File: config.mk
export PLATFORM = sky130hd
export DESIGN_NAME = lzwd_ctrl
export DESIGN_NICKNAME = d
export VERILOG_FILES = /design/src/hdl/lzwd_pkg.sv /design/src/hdl/lzwd_ctrl.sv
export SDC_FILE = /design/constraint.sdc
export NUM_CORES = 1
export LEC_CHECK = 0
export ABC_AREA = 1
export BUFFER_PORTS_ARGS = -buffer_cell sky130_fd_sc_hd__buf_4
export CAP_MARGIN = 15
export CORE_AREA = 4 4 41 43
export CTS_CLUSTER_SIZE = 8
export DETAILED_ROUTE_END_ITERATION = 7
export DIE_AREA = 0 0 45 47
export PLACE_DENSITY_LB_ADDON = 0.08
export SLEW_MARGIN = 20
export SYNTH_ARGS = -nofsm -noshare
export SYNTH_HDL_FRONTEND = slang
export SYNTH_SLANG_ARGS = --single-unit
File: constraint.sdc
create_clock -name clk -period 1.1 [get_ports clk]
set_input_delay 0.165 -clock clk [delete_from_list [all_inputs] [get_ports clk]]
set_output_delay 0.165 -clock clk [all_outputs]
set_load 0.005 [all_outputs]
File: src/hdl/lzwd_pkg.sv
// lzwd_pkg: shared types and constants for the lzss window decoder
// no dependencies; used by lzwd_ctrl, lzwd_dp and lzss_window_decoder
package lzwd_pkg;

	localparam int unsigned REF_OFFSET     = 18;
	localparam int unsigned MIN_MATCH      = 3;
	localparam int unsigned FLAGS_PER_BYTE = 8;
	localparam int unsigned CNT_W          = 5;  // copy length up to 18
	localparam int unsigned FLAG_CNT_W     = 4;

	localparam logic ACT_BYTE    = 1'b0;
	localparam logic ACT_RESTART = 1'b1;

	typedef enum logic [0:0] {
		ST_IDLE,
		ST_COPY
	} lzwd_state_t;

	// commands from the controller to the datapath
	typedef struct packed {
		logic restart;
		logic load_flags;
		logic put_literal;
		logic store_low;
		logic start_copy;
		logic copy_emit;
	} lzwd_cmd_t;

	// status from the datapath to the controller
	typedef struct packed {
		logic out_free;
		logic flags_empty;
		logic flag_lit;
		logic expect_second;
		logic cnt_last;
	} lzwd_sts_t;

endpackage

File: src/hdl/lzwd_ctrl.sv
// lzwd_ctrl: request decode and copy sequencing state machine
// depends on lzwd_pkg
module lzwd_ctrl (
	input  logic               clk,
	input  logic               arst_n,
	input  logic               in_valid,
	output logic               in_ready,
	input  logic               action,
	input  lzwd_pkg::lzwd_sts_t sts,
	output lzwd_pkg::lzwd_cmd_t cmd
);
	import lzwd_pkg::*;

	lzwd_state_t state_q;
	lzwd_state_t state_nx;
	logic        acc;

	always_ff @(posedge clk or negedge arst_n) begin
		if (!arst_n) begin
			state_q <= ST_IDLE;
		end else begin
			state_q <= state_nx;
		end
	end

	assign in_ready = (state_q == ST_IDLE) && sts.out_free;
	assign acc      = in_valid && in_ready;

	// outputs
	always_comb begin
		cmd = '0;
		unique case (state_q)
			ST_IDLE: begin
				if (acc) begin
					if (action == ACT_RESTART) begin
						cmd.restart = 1'b1;
					end else if (sts.flags_empty) begin
						cmd.load_flags = 1'b1;
					end else if (sts.flag_lit) begin
						cmd.put_literal = 1'b1;
					end else if (!sts.expect_second) begin
						cmd.store_low = 1'b1;
					end else begin
						cmd.start_copy = 1'b1;
					end
				end
			end
			ST_COPY: begin
				cmd.copy_emit = sts.out_free;
			end
			default: begin
				cmd = '0;
			end
		endcase
	end

	// next state
	always_comb begin
		state_nx = state_q;
		unique case (state_q)
			ST_IDLE: begin
				if (acc && action == ACT_BYTE && !sts.flags_empty && !sts.flag_lit
						&& sts.expect_second) begin
					state_nx = ST_COPY;
				end
			end
			ST_COPY: begin
				if (sts.out_free && sts.cnt_last) begin
					state_nx = ST_IDLE;
				end
			end
			default: begin
				state_nx = ST_IDLE;
			end
		endcase
	end

endmodule

==> results of run 1 <==
[stage by stage]
step	hold WS, ns	total power [µW]	cell area [µm²]
after floorplan	-0.131	60.0	125
after global placement	-0.0601	107	279
after detailed placement	-0.0588	108	279
after CTS	0.425	123	324
after global routing	0.454	133	329
final	0.419	124	329
[power by group through the flow]
stage	Clock (µW)	Combinational, µW	Sequential, µW
floorplan	0	19.6	40.4
global placement	0	66.1	40.9
detailed placement	0	66.6	41.0
CTS	0	82.8	40.5
global route	0	91.9	40.8
finish	0	83.4	40.4
[cells by family (layout without fill, tap and decap cells)]
kind of cell / Yosys count / count (layout) / synth area share (%)
simple gates: 15 / 15 / 62.0
buf+inv: 6 / 28 / 18.0
flops: 1 / 1 / 20.0
[path summary, 6_finish.rpt]
path | slack (ns) | from | depth (start not counted) | end
worst min register to register | 0.61 | state_q$_DFF_PN0_ | 3 | state_q$_DFF_PN0_
worst max register to register | 0.04 | state_q$_DFF_PN0_ | 7 | state_q$_DFF_PN0_
worst max-delay path | -0.005 | state_q$_DFF_PN0_ | 6 | cmd[2]
min in group asynchronous | 0.48 | arst_n | 2 | state_q$_DFF_PN0_
max in group asynchronous | 0.53 | arst_n | 2 | state_q$_DFF_PN0_
worst min-delay path | 0.42 | sts[0] | 4 | state_q$_DFF_PN0_
[worst max-delay path, cell delays in order, from the launching register on]
cell and delay, ns:
dfrtp_1 0.37, inv_2 0.08, nand3_4 0.09, nor2_4 0.11, nand3_2 0.08, nor2_1 0.10
buf_4 0.11
[layer usage]
layer,vias up,wire [µm],track usage (%)
met2,14,160,6.78
met5,-,0,0
met4,0,0,0
met3,0,76,1.15
li1,111,-,-
met1,77,210,5.63
[what timing repair did]
action,4_1_cts,5_1_grt
setup buffers,3,0
hold buffers,1,0
resized for setup,3,2
setup endpoints to repair,4,6
endpoints found under the hold margin,1,0
[placed cells by master, fill, tap and decap left out]
cell type / netlist / routed
nor3_1: 1 / 1
buf_4: 0 / 21
inv_2: 0 / 1
nand4_1: 1 / 1
dlygate4sd3_1: 0 / 1
dfrtp_1: 1 / 1
nor2_1: 4 / 2
nand3_4: 0 / 1
inv_1: 6 / 5
nor4_1: 1 / 1
nand3_2: 2 / 1
nor2_4: 0 / 1
nor2_2: 1 / 2
nand2_1: 5 / 5
[area by class of cell]
cell class	count	area [µm²]
Multi-Input combinational cell	15	95.1
Inverter	6	22.5
Timing Repair Buffer	22	168
Sequential cell	1	25.0
Tap cell	15	18.8
Fill cell	161	972
==> run summary, run 1 <==
outcome: finished, violations left
failing checks: setup timing
first-pass GRT wire length: 696 µm
Reg power frac: 32.6%
Total GRT Usage: 4.09%
largest net degree at the start of global routing: 5
max-cap violations: 0
Net Sw Frac: 28.2%
cell row count: 13
P_sw: 34.9 µW
utilization after layout: 25.3%
Hold Crit Class: primary input to flip-flop
Post-synth EDFFs: 0
Post-Syn Instances: 22
CTS clk-pin slew, worst paths: 0 ns
fraction of layout cells with a size suffix above 1: 61.4%
Seq/Total Area, Yosys: 20.0%
Initial DRC Count: 2
ANT nets after route: 0
most numerous cell in the Yosys netlist: inv_1
post-synthesis net count: 31
VDD IR max: 0.0831 mV
Most used DFF post-synth: dfrtp_1
Area Overhead vs Synth: 163%
Die X: 45 µm
Critical Path RT: 0.94 ns
period utilization: 100%
post-synth top area share: 20.0%
initial antenna violation count: 0
Slew @ Worst Pin: 0.257 ns
antenna cells: 0
Top reg by flops: state_q
Lkg Pwr: 0.000187 µW
final setup fails: 1
setup ws final: -0.00461 ns
Comb pwr share: 67.4%
Syn Std Cell Area: 125 µm²
Arr. time, crit path: 0.94 ns
clock share of power: 0%
Slew HR: 82.7%
Ports: 16
Inst Count DP: 55
die height: 47 µm
Yosys reg bits: 1
RSZ-0062 raised after global routing: true
max reg flops: 1
top post-synthesis cells by area: dfrtp_1 (20%), inv_1 (18%), nand3_2 (16%)
WL per Instance: 7.59 µm
vias per cell: 3.42
Final Hold Vio Count: 0
gr ovfl total: 0
vias in the first global route: 190
Port-buffer cells: 15
yosys warns: 0
fmax: 905 MHz
Initial Utilization: 9.62%
hpwl dp: 382 µm
total negative slack: -0.00461 ns
Yosys top cell by area: dfrtp_1
max-slew violation count: 0
router iterations before antenna repair: 2
vias: 202
internal power: 88.8 µW
Worst setup SP type: flip-flop
Core Area: 0.00130 mm²
Cell variety after synth: 9
Net count, final: 55
Post-route DRC: 0
Layout Cells excl Fill: 59
critical path type: flip-flop to output pin
Worst-Skew Late Latency: 0 ns
pre-CTS setup slack: -0.111 ns
Layout Skew: 0 ns
Post-Syn Area per Cell: 5.69 µm²
PwrDens: 376 mW/mm²
Worst Path Max Fanout: 4
Post-synth top cells: inv_1 (6), nand2_1 (5), nor2_1 (4)
asr flop ratio synth: 100%
critical path endpoint category: output pin
Placer Congestion: 0.670
WL final: 448 µm
fin crit period: 1.10 ns
biggest regs: state_q (1)
full die area: 0.00212 mm²
Power figures use the tool's default switching activity.
==> inputs of run 2 (changes only) <==
Settings changed: TNS_END_PERCENT set to 30.
==> run 2 against run 1 <==
Net effect: the run still ends with setup timing left; die area unchanged; combinational power decreased by 2.6%; design area shrank 2.3%; clock skew is the same; critical path type unchanged.
==> run summary, run 2 (synthesized netlist as in run 1, its figures left out) <==
max reg flops: 1 (unchanged)
vias per cell: 3.41 (-0.29%)
Hold WS: 0.419 ns (unchanged)
max-cap violations: 0 (unchanged)
Initial DRC Count: 2 (unchanged)
full die area: 0.00212 mm² (unchanged)
router iterations before antenna repair: 2 (unchanged)
Total GRT Usage: 3.94% (-0.16 points)
Lkg Pwr: 0.000181 µW (-2.8%)
vias: 198 (-2.0%)
biggest regs: state_q (1)
Core Area: 0.00130 mm² (unchanged)
gr ovfl total: 0 (unchanged)
Ports: 16 (unchanged)
Slew HR: 82.7% (about the same)
WL final: 443 µm (-1.1%)
initial antenna violation count: 0 (unchanged)
Final Hold Vio Count: 0 (unchanged)
clock share of power: 0% (unchanged)
Hold Crit Class: primary input to flip-flop
Arr. time, crit path: 0.94 ns (about the same)
Worst Path Max Fanout: 4 (unchanged)
CP peak stage delay: 0.37 ns (about the same)
Layout Skew: 0 ns (unchanged)
max-slew violation count: 0 (unchanged)
Top Family by Delay on Critical Path: flip-flops
fmax: 908 MHz (+0.25%)
Post-route DRC: 0 (unchanged)
Buf+Inv Stages, Crit Path: 2 (unchanged)
die height: 47 µm (unchanged)
ANT nets after route: 0 (unchanged)
commonest non-fill, non-tap cells in the layout: buf_4 (20), inv_1 (5), nand2_1 (5)
placed inst area: 279 µm² (unchanged)
Net Sw Frac: 28.3% (+0.071 points)
outcome: finished, violations left
critical path type: flip-flop to output pin
Initial Utilization: 9.62% (unchanged)
first-pass GRT wire length: 676 µm (-2.9%)
Port-buffer cells: 15 (unchanged)
fraction of layout cells with a size suffix above 1: 60.5% (-0.90 points)
PwrDens: 378 mW/mm² (+0.49%)
CP cell instances: inv_2, nand3_4, nor2_4, nand3_2, nor2_1, buf_4
WL per Instance: 7.64 µm (+0.59%)
VDD IR max: 0.0828 mV (-0.38%)
largest net degree at the start of global routing: 5 (unchanged)
Reg power frac: 33.2% (+0.6 points)
slowest library cell on the worst path: dfrtp_1
Top reg by flops: state_q
P_sw: 34.4 µW (-1.6%)
CTS clk-pin slew, worst paths: 0 ns (unchanged)
Die X: 45 µm (unchanged)
vias in the first global route: 187 (-1.6%)
Comb pwr share: 66.8% (-0.6 points)
Worst-Skew Late Latency: 0 ns (unchanged)
antenna cells: 0 (unchanged)
setup ws final: -0.00181 ns (+0.00280 ns)
hpwl dp: 382 µm (unchanged)
Placer Congestion: 0.670 (unchanged)
Slew @ Worst Pin: 0.257 ns (-0.00000393 ns)
Area Overhead vs Synth: 157%
Worst setup SP type: flip-flop
final setup fails: 1 (unchanged)
internal power: 87.1 µW (-1.9%)
fin area: 322 µm² (-2.3%)
Net count, final: 54 (-1.8%)
failing checks: setup timing
fill count: 161 (unchanged)
period utilization: 100% (-0.25 points)
cell row count: 13 (unchanged)
critical path endpoint category: output pin
fin crit period: 1.10 ns (-0.00280 ns)
Critical Path RT: 0.94 ns (about the same)
commonest non-fill, non-tap cell in the layout: buf_4
RSZ-0062 raised after global routing: true
pre-CTS setup slack: -0.111 ns (unchanged)
-- run 2: path summary, 6_finish.rpt --
| path | to | start | slack [ns] | cells past startpoint |
|---|---|---|---|---|
| setup / recovery | cmd[2] | state_q$_DFF_PN0_ | -0.002 | 6 |
| hold / removal | state_q$_DFF_PN0_ | sts[0] | 0.42 | 4 |
| setup reg to reg | state_q$_DFF_PN0_ | state_q$_DFF_PN0_ | 0.13 | 6 |
| hold reg to reg | state_q$_DFF_PN0_ | state_q$_DFF_PN0_ | 0.61 | 3 |
| max in group asynchronous | state_q$_DFF_PN0_ | arst_n | 0.53 | 2 |
| min in group asynchronous | state_q$_DFF_PN0_ | arst_n | 0.48 | 2 |
-- run 2: worst min-delay path, cell delays in order --
cell     delay, ns
buf_4         0.08
nand2_1       0.04
nand2_1       0.05
nand2_1       0.04
-- run 2: cell type report --
cell class / count / area, µm² / area share [%]
multi-input combinational: 15 / 95.1 / 29.6
sequential: 1 / 25.0 / 7.78
timing repair buffer: 21 / 160 / 49.8
tap: 15 / 18.8 / 5.84
inverter: 6 / 22.5 / 7.00
-- run 2: routing by layer --
layer / wire length, µm / track usage, % / vias to the layer above
li1: - / - / 109
met3: 76 / 1.15 / 0
met4: 0 / 0 / 0
met5: 0 / 0 / -
met2: 157 / 6.50 / 14
met1: 208 / 5.41 / 75
-- run 2: power groups by stage --
stage | Sequential (µW) | Clock, µW | Combinational [µW]
after floorplan | 40.4 | 0 | 19.6
after global placement | 40.9 | 0 | 66.1
after detailed placement | 41.0 | 0 | 66.6
after CTS | 40.5 | 0 | 80.8
after global routing | 40.8 | 0 | 89.5
final | 40.4 | 0 | 81.2
-- run 2: repair_timing --
action / in CTS / in global routing
gates resized for setup: 3 / 2
hold buffers: 1 / 0
hold endpoints to repair: 1 / 0
pin swaps: 0 / 0
setup endpoints to repair: 4 / 5
setup buffers: 2 / 0
-- run 2: per-stage QoR --
stage / instances / TNS, ns / total power, µW / utilization, %
after floorplan: 22 / 0 / 60.0 / -
after global placement: 55 / -0.184 / 107 / 21.4
after detailed placement: 55 / -0.247 / 108 / 21.4
after CTS: 58 / -0.0287 / 121 / 24.3
after global routing: 58 / -0.258 / 130 / 24.7
final: 58 / -0.00181 / 122 / 24.7
